File: src/sv/grcc_pkg.sv
// Package for the grid ray column caster: sizes, colour codes, FSM states,
// and the command/status structs between controller and datapath. No dependencies.
package grcc_pkg;

    localparam int MAP_SIZE      = 32;
    localparam int SCREEN_HEIGHT = 512;

    localparam int MAP_BITS   = $clog2(MAP_SIZE);
    localparam int MAP_CELLS  = MAP_SIZE * MAP_SIZE;
    localparam int ADDR_W     = 2 * MAP_BITS;
    localparam int COORD_W    = MAP_BITS + 2;
    localparam int CELL_W     = 4;
    localparam int MAX_STEPS  = 2 * MAP_SIZE + 2;
    localparam int STEP_W     = $clog2(MAX_STEPS + 1);
    localparam int ROW_W      = 9;
    localparam int DIST_W     = 32;
    localparam int FRAC       = 16;
    localparam int NUM_W      = 24;
    localparam int MAG_W      = 22;
    localparam int DIR_W      = 19;
    localparam int POS_W      = 21;
    localparam int DVD_W      = MAG_W + FRAC;
    localparam int DVS_W      = 32;
    localparam int DIV_CNT_W  = $clog2(DVD_W);
    localparam int LH_NUM     = SCREEN_HEIGHT * 65536;
    localparam int LH_W       = $clog2(LH_NUM) + 1;
    localparam int LH_ZERO    = SCREEN_HEIGHT * 4;
    localparam int HALF_H     = SCREEN_HEIGHT / 2;
    localparam int COLOR_W    = 24;

    localparam logic [DIST_W-1:0] DIST_SAT = '1;

    localparam logic [CELL_W-1:0] CODE_RED   = 4'd1;
    localparam logic [CELL_W-1:0] CODE_WHITE = 4'd2;
    localparam logic [CELL_W-1:0] CODE_BLUE  = 4'd3;
    localparam logic [CELL_W-1:0] CODE_WHITE2 = 4'd4;
    localparam logic [CELL_W-1:0] CODE_FACE  = 4'd8;
    localparam logic [CELL_W-1:0] CODE_BLACK = 4'd9;

    localparam logic [COLOR_W-1:0] COL_RED    = 24'hFF0000;
    localparam logic [COLOR_W-1:0] COL_WHITE  = 24'hFFFFFF;
    localparam logic [COLOR_W-1:0] COL_SKY    = 24'h0045FF;
    localparam logic [COLOR_W-1:0] COL_CYAN   = 24'h00FFFF;
    localparam logic [COLOR_W-1:0] COL_YELLOW = 24'hFFFF00;
    localparam logic [COLOR_W-1:0] COL_BLUE   = 24'h0000FF;
    localparam logic [COLOR_W-1:0] COL_GREEN  = 24'h00FF00;
    localparam logic [COLOR_W-1:0] COL_BLACK  = 24'h000000;

    localparam logic CMD_WRITE = 1'b0;
    localparam logic CMD_CAST  = 1'b1;

    typedef enum logic [3:0] {
        ST_CLEAR, ST_IDLE, ST_START, ST_STEP, ST_CHECK,
        ST_DIV1S, ST_DIV1W, ST_DIV2S, ST_DIV2W, ST_FIN
    } state_t;

    typedef struct packed {
        logic clear_wr;
        logic wr_cell;
        logic load;
        logic step;
        logic miss;
        logic hit;
        logic div1_start;
        logic div1_end;
        logic div2_start;
        logic div2_end;
        logic out_load;
    } cmd_t;

    typedef struct packed {
        logic clear_last;
        logic start_in_map;
        logic oob;
        logic cell_nz;
        logic last_step;
        logic div_done;
        logic out_free;
    } stat_t;

endpackage

File: src/sv/grcc_ctrl.sv
// Controller state machine: clearing pass, command dispatch, walk sequencing,
// division sequencing. Depends on grcc_pkg.
module grcc_ctrl (
    input  logic             aclk,
    input  logic             aresetn,
    input  logic             s_valid,
    input  logic             s_command,
    output logic             s_ready,
    input  grcc_pkg::stat_t  stat,
    output grcc_pkg::cmd_t   cmd
);
    import grcc_pkg::*;

    state_t state_reg, state_next;

    always_ff @(posedge aclk) begin
        if (!aresetn) state_reg <= ST_CLEAR;
        else          state_reg <= state_next;
    end

    always_comb begin
        state_next = state_reg;
        unique case (state_reg)
            ST_CLEAR: if (stat.clear_last) state_next = ST_IDLE;
            ST_IDLE:  if (s_valid && s_command == CMD_CAST) state_next = ST_START;
            ST_START: state_next = stat.start_in_map ? ST_STEP : ST_DIV2S;
            ST_STEP:  state_next = ST_CHECK;
            ST_CHECK: begin
                priority if (stat.oob)       state_next = ST_DIV2S;
                else if (stat.cell_nz)       state_next = ST_DIV1S;
                else if (stat.last_step)     state_next = ST_DIV2S;
                else                         state_next = ST_STEP;
            end
            ST_DIV1S: state_next = ST_DIV1W;
            ST_DIV1W: if (stat.div_done) state_next = ST_DIV2S;
            ST_DIV2S: state_next = ST_DIV2W;
            ST_DIV2W: if (stat.div_done) state_next = ST_FIN;
            ST_FIN:   if (stat.out_free) state_next = ST_IDLE;
            default:  state_next = ST_IDLE;
        endcase
    end

    always_comb begin
        cmd     = '0;
        s_ready = 1'b0;
        unique case (state_reg)
            ST_CLEAR: cmd.clear_wr = 1'b1;
            ST_IDLE: begin
                s_ready     = 1'b1;
                cmd.wr_cell = s_valid && (s_command == CMD_WRITE);
                cmd.load    = s_valid && (s_command == CMD_CAST);
            end
            ST_START: cmd.miss = !stat.start_in_map;
            ST_STEP:  cmd.step = 1'b1;
            ST_CHECK: begin
                cmd.miss = stat.oob || (!stat.cell_nz && stat.last_step);
                cmd.hit  = !stat.oob && stat.cell_nz;
            end
            ST_DIV1S: cmd.div1_start = 1'b1;
            ST_DIV1W: cmd.div1_end   = stat.div_done;
            ST_DIV2S: cmd.div2_start = 1'b1;
            ST_DIV2W: cmd.div2_end   = stat.div_done;
            ST_FIN:   cmd.out_load   = stat.out_free;
            default:  cmd = '0;
        endcase
    end
endmodule

File: config.mk
export PLATFORM = sky130hd
export DESIGN_NAME = grcc_ctrl
export DESIGN_NICKNAME = d
export VERILOG_FILES = /design/src/sv/grcc_pkg.sv /design/src/sv/grcc_ctrl.sv
export SDC_FILE = /design/constraint.sdc
export NUM_CORES = 1
export LEC_CHECK = 0
export BUFFER_PORTS_ARGS = -buffer_cell sky130_fd_sc_hd__buf_2
export CAP_MARGIN = 20
export CORE_AREA = 2 2 39 41
export CTS_BUF_LIST = sky130_fd_sc_hd__clkbuf_8
export CTS_CLUSTER_DIAMETER = 120
export DETAILED_ROUTE_END_ITERATION = 10
export DIE_AREA = 0 0 41 43
export PLACE_DENSITY = 0.65
export SLEW_MARGIN = 20
export SYNTH_ARGS = -nofsm -noshare
export SYNTH_HDL_FRONTEND = slang
export SYNTH_SLANG_ARGS = --single-unit
export TNS_END_PERCENT = 10
File: constraint.sdc
create_clock -name aclk -period 1.2 [get_ports aclk]
set_clock_uncertainty 0.05 [all_clocks]
set_input_delay 0.24 -clock aclk [delete_from_list [all_inputs] [get_ports aclk]]
set_output_delay 0.24 -clock aclk [all_outputs]
set_load 0.05 [all_outputs]
# == After elaboration in Yosys (flattened, before gate mapping) ==
# Index checks and enable logic that the tools add are counted.
# W data, S select, Z words.
# op_classes
muxes,21
n_eq_ne,14
bitwise_logic,1
reduce_logical,10
# ops
op,count
$pmux W4 S10,1
$mux W4,5
$eq A4 B3 Y1 const B,4
$mux W3,4
$ne A2 B2 Y1 const B,5
$mux W1,9
$eq A4 B2 Y1 const B,2
$eq A4 B4 Y1 const B,2
$reduce_and A5 Y1,1
$eq A4 B1 Y1 const B,1
$logic_and A1 B1 Y1,4
$logic_not A4 Y1,1
$logic_not A1 Y1,3
$mux W2,1
$pmux W1 S2,1
$logic_or A1 B1 Y1,1
$not A1 Y1,1
# totals
register_bits,4
output_inout_bits,12
inputBits,11

# == Longest topological paths before layout ==
# logic_depth
word_depth,4
depth_mapped,4
depth_no_buf,3

# == Worst setup path after synthesis ==
# Ideal clock, no wire load.
# synth_timing
path_kind,reg2out
start,register state_reg[2]
end,output port cmd[5] (netlist bit)
path_slack_ns,-1.143
stages_incl_launch_ff,4
path_buffers,1
arrival_ns,2.053
t_required_ns,0.910
cell_sequence,dfxtp_1 -> buf_6 -> nand2b_1 -> nor4_1
# synth_rtl
item,line_no,rtl
from (decl),grcc_ctrl.sv:14,"state_t state_reg, state_next;"
from (signal assigned),grcc_ctrl.sv:18,else state_reg <= state_next;
to (decl),grcc_ctrl.sv:10,output grcc_pkg::cmd_t cmd

==> results by stage <==
STA:
- The max-slew violation count was 0.
- The normalized max-slew margin is 79.84%.
- The maximum achievable frequency is 0.6102 GHz.
- The final hold slack is 233.7 ps.
- Setup repair after global routing could not meet its margin everywhere.
- At the pin with the least slew margin, the transition time is 297.7 ps.
- The final critical path time including I/O delays and setup is 1639 ps.
- The share of the clock period used by the worst path after layout is 136.6%.
- The final-report hold violation count came to 0.
- Across all setup checks in the final design, the least slack found is -438.9 ps.
- Setup violations remaining at the end of the flow were counted as 14.

Detailed routing:
- The detailed router placed 560 vias in this run.
- After detailed routing, the total wire length is 1379 microns.
- The detail route stage leaves a number of antenna-violating nets equal to 0.
- The number of vias per cell is 5.283.
- Dividing the detail-routed wire length by the instance count gives 13.01 microns.
- Before antenna repair, the detailed router went through 4 iterations.
- The number of design-rule violations left by the first detailed-router iteration is 5.
- The DRC violation count after routing is 0.

Layout:
- The finished layout cell area is 809.5 sq um.
- In the final layout, the multi-input gates occupy 361.6 sq um.
- The register with the most flip-flops in the layout has 4 of them.
- Across the whole layout, storage elements account for 87.58 sq um.
- The share of final-layout standard cells stronger than drive strength 1 is 68.89%.
- Compared with the post-synthesis result, the final layout area differs by 94.88%.
- For this run, the number of standard cells in the final layout without fillers is 106.
- Leaving out fill and tap cells, the most frequent cells in the layout are 15 x buf_4, 11 x buf_2, 11 x buf_6.
- The net count reported at finish is 103.
- The total inserted antenna cells is 0.
- The commonest non-fill, non-tap cell in the layout is buf_4.
- The layout filler cell count is 124.

Global routing:
- Entering global routing, the biggest net connects 8 pins.
- The global-route layer with the greatest usage is met2.
- The met3 routing resource usage after global routing is 9.948%.
- The via count of the first global-routing pass is 497.
- The leftover overflow at the end of global routing is 0.
- The met2 capacity usage during global routing is 25.62%.
- The first-pass GRT wire length is 1856 microns.
- The number of antenna violations at the first check in global routing is 0.
- The routing usage on met1 is 14.47%.
- The all-layer global routing usage is 16.16%.

Logic synthesis:
- By area the synthesized netlist is led by dfxtp_1 19%, nor2_1 7.2%, o2bb2ai_2 7.2%.
- For this run, the number of Yosys warnings is 0.
- The total nets after synthesis is 65.
- After technology mapping, the gate count stands at 54.
- The largest area contributor in the netlist is dfxtp_1.
- The synthesized design contains 4 register bits.
- The mapped netlist covers 415.4 sq um.
- The mean instance size in the synthesized netlist is 7.693 sq um.
- The register area share after synthesis is 19.28%.
- The fraction of post-synthesis cell area in the top cell type by area is 19.28%.
- The count of different cell masters after synthesis is 25.

CTS:
- The clock tree from TritonCTS is done.
- The buffer levels on the longest clock path is 2.
- After clock tree synthesis, the clock-pin slew on the worst setup and hold paths is 30 ps.
- The H-tree level count is 1.
- The clock reaches the later pin of the worst-skew pair after 220 ps.
- The root buffer cell is clkbuf_8.
- Counting every sink on the clock net gives 4.
- In this run, CTS created clock tree buffers numbering 3.

Floorplanning:
- From left edge to right edge, the die measures 41 microns.
- The number of placement rows is 14.
- The number of ports placed on the die boundary is 23.
- The floorplan step set the die height to 43 microns.
- The die covers 0.001763 sq mm.
- The core box area is 0.001384 sq mm.
- The effective utilization at floorplan is 30.02%.

Critical path:
- The required time at the endpoint of the critical path is 910 ps.
- The critical path contains buffers and inverters numbering 2 combined.
- The data arrival time at the worst-slack endpoint is 1350 ps.
- The endpoint class of the critical path is a primary output.
- The maximum single-stage delay on the critical path is 360 ps.
- Among cell families on the critical path, the largest total delay comes from simple AND/OR/NAND/NOR gates.
- Walking the worst path, the cells encountered are buf_4 -> nand4bb_1 -> nor2_1 -> buf_6.
- The worst setup path is launched from a register.
- The master of the slowest instance on the critical path is dfxtp_4.
- The critical path is of the reg2out type.
- Along the worst path, the maximum fanout reaches 7.

Placement:
- The count of placed standard cells including taps is 101.
- The placed instance area is 655.6 sq um.
- In this run the tool buffered the top-level ports with 22 buffer cells.
- The final estimated routing congestion in global placement is 0.7905.
- OpenSTA, run right after detailed placement, puts the worst setup slack at -275.3 ps.
- The total half-perimeter wirelength after legalization and detailed placement is 972.7 microns.

Worst hold path:
- The type of the tightest min-delay check is in2reg.

Run status:
- The run finished, with violations left.
- The checks that failed: setup timing.

Power and ir drop:
- The worst-case IR drop observed on VDD is 0.7929 mV.
- For this design the static power due to leakage is 0.3552 nW.
- Total power for the finished layout comes to 1.438 mW.
- Power spread over the standard cell area amounts to 1777 mW/mm^2.

Job:
- Max-cap violations in this run came to 0.
==> path summary, 6_finish.rpt <==
path / from / end / slack (ps) / depth (start not counted)
setup / recovery: state_reg[2] / cmd[0] / -440 / 4
setup reg to reg: state_reg[1] / state_reg[1] / -120 / 5
hold / removal: aresetn / state_reg[0] / 230 / 2
hold reg to reg: state_reg[0] / state_reg[2] / 630 / 2
==> power breakdown <==
group	internal [mW]	switching (mW)
sequential	0.174	0.0515
combinational	0.412	0.516
clock	0.214	0.0701
total	0.801	0.638
==> layout make-up <==
type,instances,area share (%)
clock buffer,3,5.100
inverter,2,0.9274
multi-input combinational,44,44.67
sequential,4,10.82
tap,16,2.473
timing repair buffer,37,36.01
==> stage by stage <==
stage / TNS [ps] / util, %
detailed placement: -2675 / 47.38
CTS: -4031 / 56.96
global route: -4583 / 58.50
global placement: -2464 / 47.38
floorplan: -6480 / -
finish: -3899 / 58.50
==> routing by layer <==
| metal | routed length [microns] | share of wire (%) |
|---|---|---|
| met1 | 509 | 37 |
| met4 | 56 | 4.1 |
| met3 | 99 | 7.2 |
| met2 | 713 | 52 |
| met5 | 0 | 0 |
==> cell usage after synthesis (all sizes together) <==
cell and count:
nor2 8, nand2 7, buf 4, dfxtp 4
nand2b 4, nor4 3, and3 2, inv 2
nor2b 2, nor3 2, nor3b 2, nor4b 2
o21a 2, o2bb2ai 2, a211oi 1, a21boi 1
a21oi 1, and4 1, nand4bb 1, o21ai 1
o221a 1, o311ai 1
==> cell families after synthesis <==
family                 after synthesis  share of synthesized area, %
and+or+nand+nor                     34                         50.30
AOI/OAI and AO/OA                   10                         21.69
buffers and inverters                6                         8.736
DFF                                  4                         19.28
==> repair_timing <==
action / 4_1_cts / 5_1_grt
pin swaps: 5 / 4
buffers inserted: 1 / 1
gates resized for setup: 30 / 4
setup endpoints to repair: 16 / 16
hold buffers: 0 / 0
gates cloned: 0 / 0
(Power assumes the default switching activity.)
